==> config.mk <==
export PLATFORM = sky130hd
export DESIGN_NAME = mhtq_ram
export DESIGN_NICKNAME = d
export VERILOG_FILES = /design/src/hdl/mhtq_ram.sv
export SDC_FILE = /design/constraint.sdc
export NUM_CORES = 1
export LEC_CHECK = 0
export ABC_AREA = 1
export BUFFER_PORTS_ARGS = -buffer_cell sky130_fd_sc_hd__buf_2
export CAP_MARGIN = 20
export CORE_ASPECT_RATIO = 0.6
export CORE_UTILIZATION = 49
export DETAILED_ROUTE_END_ITERATION = 8
export PLACE_DENSITY_LB_ADDON = 0.2
export SLEW_MARGIN = 15
export SYNTH_ARGS = -nofsm -noshare
export SYNTH_HDL_FRONTEND = slang
export SYNTH_SLANG_ARGS = --single-unit
==> constraint.sdc <==
create_clock -name clk_i -period 2.3 [get_ports clk_i]
set_clock_uncertainty 0.2 [all_clocks]
set_input_delay 0.46 -clock clk_i [delete_from_list [all_inputs] [get_ports clk_i]]
set_output_delay 0.46 -clock clk_i [all_outputs]
set_load 0.01 [all_outputs]
==> src/hdl/mhtq_ram.sv <==
// generic single write, single read memory with registered read data
// no dependencies
module mhtq_ram #(
  parameter int W  = 8,
  parameter int D  = 64,
  parameter int AW = $clog2(D)
) (
  input  logic          clk_i,
  input  logic          we_i,
  input  logic [AW-1:0] waddr_i,
  input  logic [W-1:0]  wdata_i,
  input  logic          re_i,
  input  logic [AW-1:0] raddr_i,
  output logic [W-1:0]  rdata_o
);

  logic [W-1:0] mem_q [D];
  logic [W-1:0] rdata_q;

  // write port
  always_ff @(posedge clk_i) begin
    if (we_i) mem_q[waddr_i] <= wdata_i;
  end

  // read port, data held until the next read
  always_ff @(posedge clk_i) begin
    if (re_i) rdata_q <= mem_q[raddr_i];
  end

  assign rdata_o = rdata_q;

endmodule

# Yosys cells after proc, flatten, opt, wreduce, memory -nomap -nowiden
# Memory sizes are Yosys's and may differ from the RTL's. A register that Yosys moved wholly into a read port is not among the register bits.
# Index checks and enable logic that the tools add are counted.
totals:
  regBits: 0
  out_inout_bits: 8
  in_bits: 23
  ramBits: 512
  mem_count: 1
  wordCells: 3
op_classes:
  muxes: 2
mem_list:
  columns: ["name", "words", "word_bits", "rd", "rd_ports_with_merged_regs", "write_ports", "line", "text"]
  rows:
  - ["mem_q", 64, 8, 1, 1, 1, "17", "logic [W-1:0] mem_q [D];"]
op_table:
  columns: ["cell", "n"]
  rows:
  - ["2-to-1 mux 1 bit", 2]

# Longest topological paths before layout
logic_depth:
  depth_word: 2
  depth_mapped: 12
  mapped_depth_nobuf: 9

# Worst setup path before layout
# No wires, ideal clock.
synth_path:
  kind: "input port to flip-flop"
  from: "in we_i"
  to: "mem mem_q[48][0] (enable)"
  stages: 3
  path_buffers: 1
  setup_time_ns: 0.395
  path_slack_ns: -0.126
  t_arrival_ns: 1.831
  required_time_ns: 1.705
  path_cell_list: "clkbuf_1 -> nand4_1 -> nor4_1"
synth_via:
  elab_chain_cells: 2
synth_lines:
  columns: ["element", "line", "text"]
  rows:
  - ["start, declared", "9", "input logic we_i,"]
  - ["2-to-1 mux 1 bit", "22", "if (we_i) mem_q[waddr_i] <= wdata_i;"]
  - ["2-to-1 mux 1 bit (implied by the code)", "22", null]
  - ["end, declared", "17", null]
# No other way between the ends.

==> summary.txt <==
================================================================================
Result of the run ................................................. finished clean
Die Height ........................................................       164 um
Maxcap violations .................................................            0
Fraction of final layout cells sized beyond drive strength 1 ......        12.0%
Leakage dissipation ...............................................      8.89 nW
Data arrival time of the worst path ...............................      2.31 ns
Combined global-route utilization of all metal layers .............        25.1%
Number of clock buffers inserted by TritonCTS .....................           46
Clock latency on the worst-skew pair ..............................      0.57 ns
Via count of the first global-routing pass ........................       13,500
Cell row count ....................................................           58
Area enclosed by the die boundary .................................   44,600 um2
Worst-path fanout max .............................................           48
Critical-path cell with the highest stage delay ................... sky130_fd_sc_hd__buf_12
Number of warnings reported in the yosys synthesis log ............            0
Total routed wirelength ...........................................    55,200 um
Worst Setup Path Type ............................................. primary input to flip-flop
Global-route wire length before repair ............................    83,300 um
Antenna viol nets, final ..........................................            0
Die Width .........................................................       272 um
DRT Pass-1 Iters ..................................................            5
Setup fix buffers added after clock tree synthesis ................            0
Largest incremental delay on the critical path ....................      0.28 ns
Clk Tree Root Cell ................................................ sky130_fd_sc_hd__clkbuf_16
Post-CTS Resized ..................................................            0
Initial DRC count .................................................        1,906
Setup Total Neg Slack .............................................         0 ns
Finished Layout Cells .............................................        2,517
Vias after detailed routing .......................................       14,300
Final #Nets .......................................................        1,933
Tmin final ........................................................      2.08 ns
Number of port buffers ............................................           30
Relative area change from synthesis to final layout ...............        13.3%
DRC violations left ...............................................            0
Post-Syn Nets .....................................................        1,828
Placer congestion estimate ........................................        0.885
Maximum number of pins on one net before global-route repair ......           65
Post-Synthesis Cells ..............................................        1,805
Synthesized cell area .............................................   21,400 um2
Core Footprint ....................................................   42,500 um2
Type of element capturing the critical path .......................    flip-flop
Maximum ir drop on the vdd rail ...................................       824 uV
Setup Viol. Count Final ...........................................            0
# diodes ..........................................................            0
Most used standard cells in the synthesized netlist ............... sky130_fd_sc_hd__nand2_1, sky130_fd_sc_hd__edfxtp_1, sky130_fd_sc_hd__nand3_1
Via-to-Cell Ratio .................................................         5.69
Final period utilization ..........................................        90.4%
RSZ-0062 raised after global routing ..............................        false
Avg Inst Size Synth ...............................................     11.9 um2
Worst slew margin relative to its limit ...........................        44.6%
Maximum count of clock buffers along a single path ................            3
Synth unique cells ................................................           15
Standard cell area after detailed placement .......................   22,900 um2
CTS tree ..........................................................        built
Clock transition at the registers of the reported paths ...........      0.07 ns
Detailed placement HPWL ...........................................    33,100 um
Path category of the worst min-delay check ........................ primary input to flip-flop
Worst-Margin Slew .................................................     0.831 ns
Share of the yosys chip area belonging to registers ...............        72.9%
Required time worst endpoint ......................................      2.53 ns
Leading post-synthesis cells by cell area ......................... sky130_fd_sc_hd__edfxtp_1, sky130_fd_sc_hd__nand2_1, sky130_fd_sc_hd__nand3_1
Inst Count DP .....................................................        2,432
# hold bufs at CTS ................................................            0
Fraction of the core area covered by cells at the end of the flow .        57.2%
Number of antenna violations at the first check in global routing .            4
CP Cell Sequence .................................................. clkbuf_8 -> inv_6 -> buf_12 -> buf_4 -> nand2_1 -> nand3_1 -> nand3_1 -> nand2_1 -> nand2_1 -> nand3_1 -> nand3_1 -> nand2_1
Proportion of netlist area held by the largest area contributor ...        72.9%
Remaining Overflow, GRT ...........................................            0
Most frequent cell after synthesis ................................ sky130_fd_sc_hd__nand2_1
H-tree depth reported by CTS ......................................            2
Final number of max-transition violations .........................            0
Cell accounting for the most synthesized area ..................... sky130_fd_sc_hd__edfxtp_1
Clock sinks .......................................................          520
Ports placed on the boundary ......................................           31
Register bit total from synthesis .................................          520
Most used flip-flop cell after synthesis .......................... sky130_fd_sc_hd__edfxtp_1
Async S/R FF share, synth .........................................           0%
Pwr per Cell Area .................................................   793 nW/um2
Launching element type of the critical path ....................... primary input
Final count of hold timing violations .............................            0
Non-Filler Cell Area, Final .......................................   24,300 um2
Initial core utilization ..........................................        50.5%
Wire length per cell after detailed routing .......................      21.9 um
Count of flip-flops with a built-in enable after synthesis ........          520
Highest clock frequency the design can meet .......................      481 MHz
================================================================================
[final timing paths]
check	start	to	slack [ns]	depth (start not counted)
setup / recovery	raddr_i[0]	rdata_o[2]	0.22	12
hold / removal	re_i	rdata_o[0]	0.11	1
setup reg to reg	mem_q[15][2]	rdata_o[2]	0.51	8
hold reg to reg	mem_q[54][0]	rdata_o[0]	0.68	8
[worst max-delay path, delay by kind of cell]
kind,cells,cell delay (ns)
buf+inv,4,0.88
simple gates,8,0.94
[cell families after synthesis]
group,share of synthesized area (%)
and+or+nand+nor,23.1
buffers and inverters,4.01
DFF,72.9
[layout make-up]
class                           count  area, um2
Clock buffer                       57       1210
Clock inverter                     28        186
Fill cell                        3552      18200
Inverter                           12       52.6
Multi-Input combinational cell   1160       4950
Sequential cell                   520      15600
Tap cell                          570        713
Timing Repair Buffer              170       1550
[cell usage in the layout, fill, tap and decap left out]
cell type and count:
sky130_fd_sc_hd__nand2_1 648, sky130_fd_sc_hd__clkinv_1 15, sky130_fd_sc_hd__buf_4 114, sky130_fd_sc_hd__clkinv_4 1
sky130_fd_sc_hd__nand4_1 9, sky130_fd_sc_hd__edfxtp_1 520, sky130_fd_sc_hd__clkbuf_8 1, sky130_fd_sc_hd__buf_12 27
sky130_fd_sc_hd__inv_6 2, sky130_fd_sc_hd__clkbuf_1 10, sky130_fd_sc_hd__nor2_1 56, sky130_fd_sc_hd__nand3_1 439
sky130_fd_sc_hd__nor4_1 8, sky130_fd_sc_hd__clkinv_2 6, sky130_fd_sc_hd__inv_2 1, sky130_fd_sc_hd__bufinv_16 2
sky130_fd_sc_hd__clkbuf_16 47, sky130_fd_sc_hd__clkinvlp_4 3, sky130_fd_sc_hd__inv_4 1, sky130_fd_sc_hd__inv_1 9
sky130_fd_sc_hd__buf_2 28
[where the power goes]
part	switching [mW]	internal, mW
sequential	0.0220	10.5
clock	3.38	3.98
combinational	0.962	0.396
[stage by stage]
stage / total power [mW] / hold slack (ns) / setup slack (ns)
after floorplan: 11.5 / 0.359 / -0.126
after global placement: 12.1 / 0.655 / -0.262
after detailed placement: 12.1 / 0.646 / -0.279
after CTS: 19.3 / 0.0840 / 0.296
after global routing: 19.8 / 0.0890 / 0.134
final: 19.2 / 0.111 / 0.221
[sequential cells by signal, indices dropped and copies added (netlist names)]
signal   cells
rdata_o      8
mem_q      512
[layer usage]
layer	vias up	wire length, um	global-route usage, %
met1	7009	25200	39.0
li1	6560	-	-
met4	4	1100	5.82
met2	669	22800	34.7
met5	-	27	0
met3	76	6010	7.00
No activity file was read; power rests on OpenSTA's default activity.
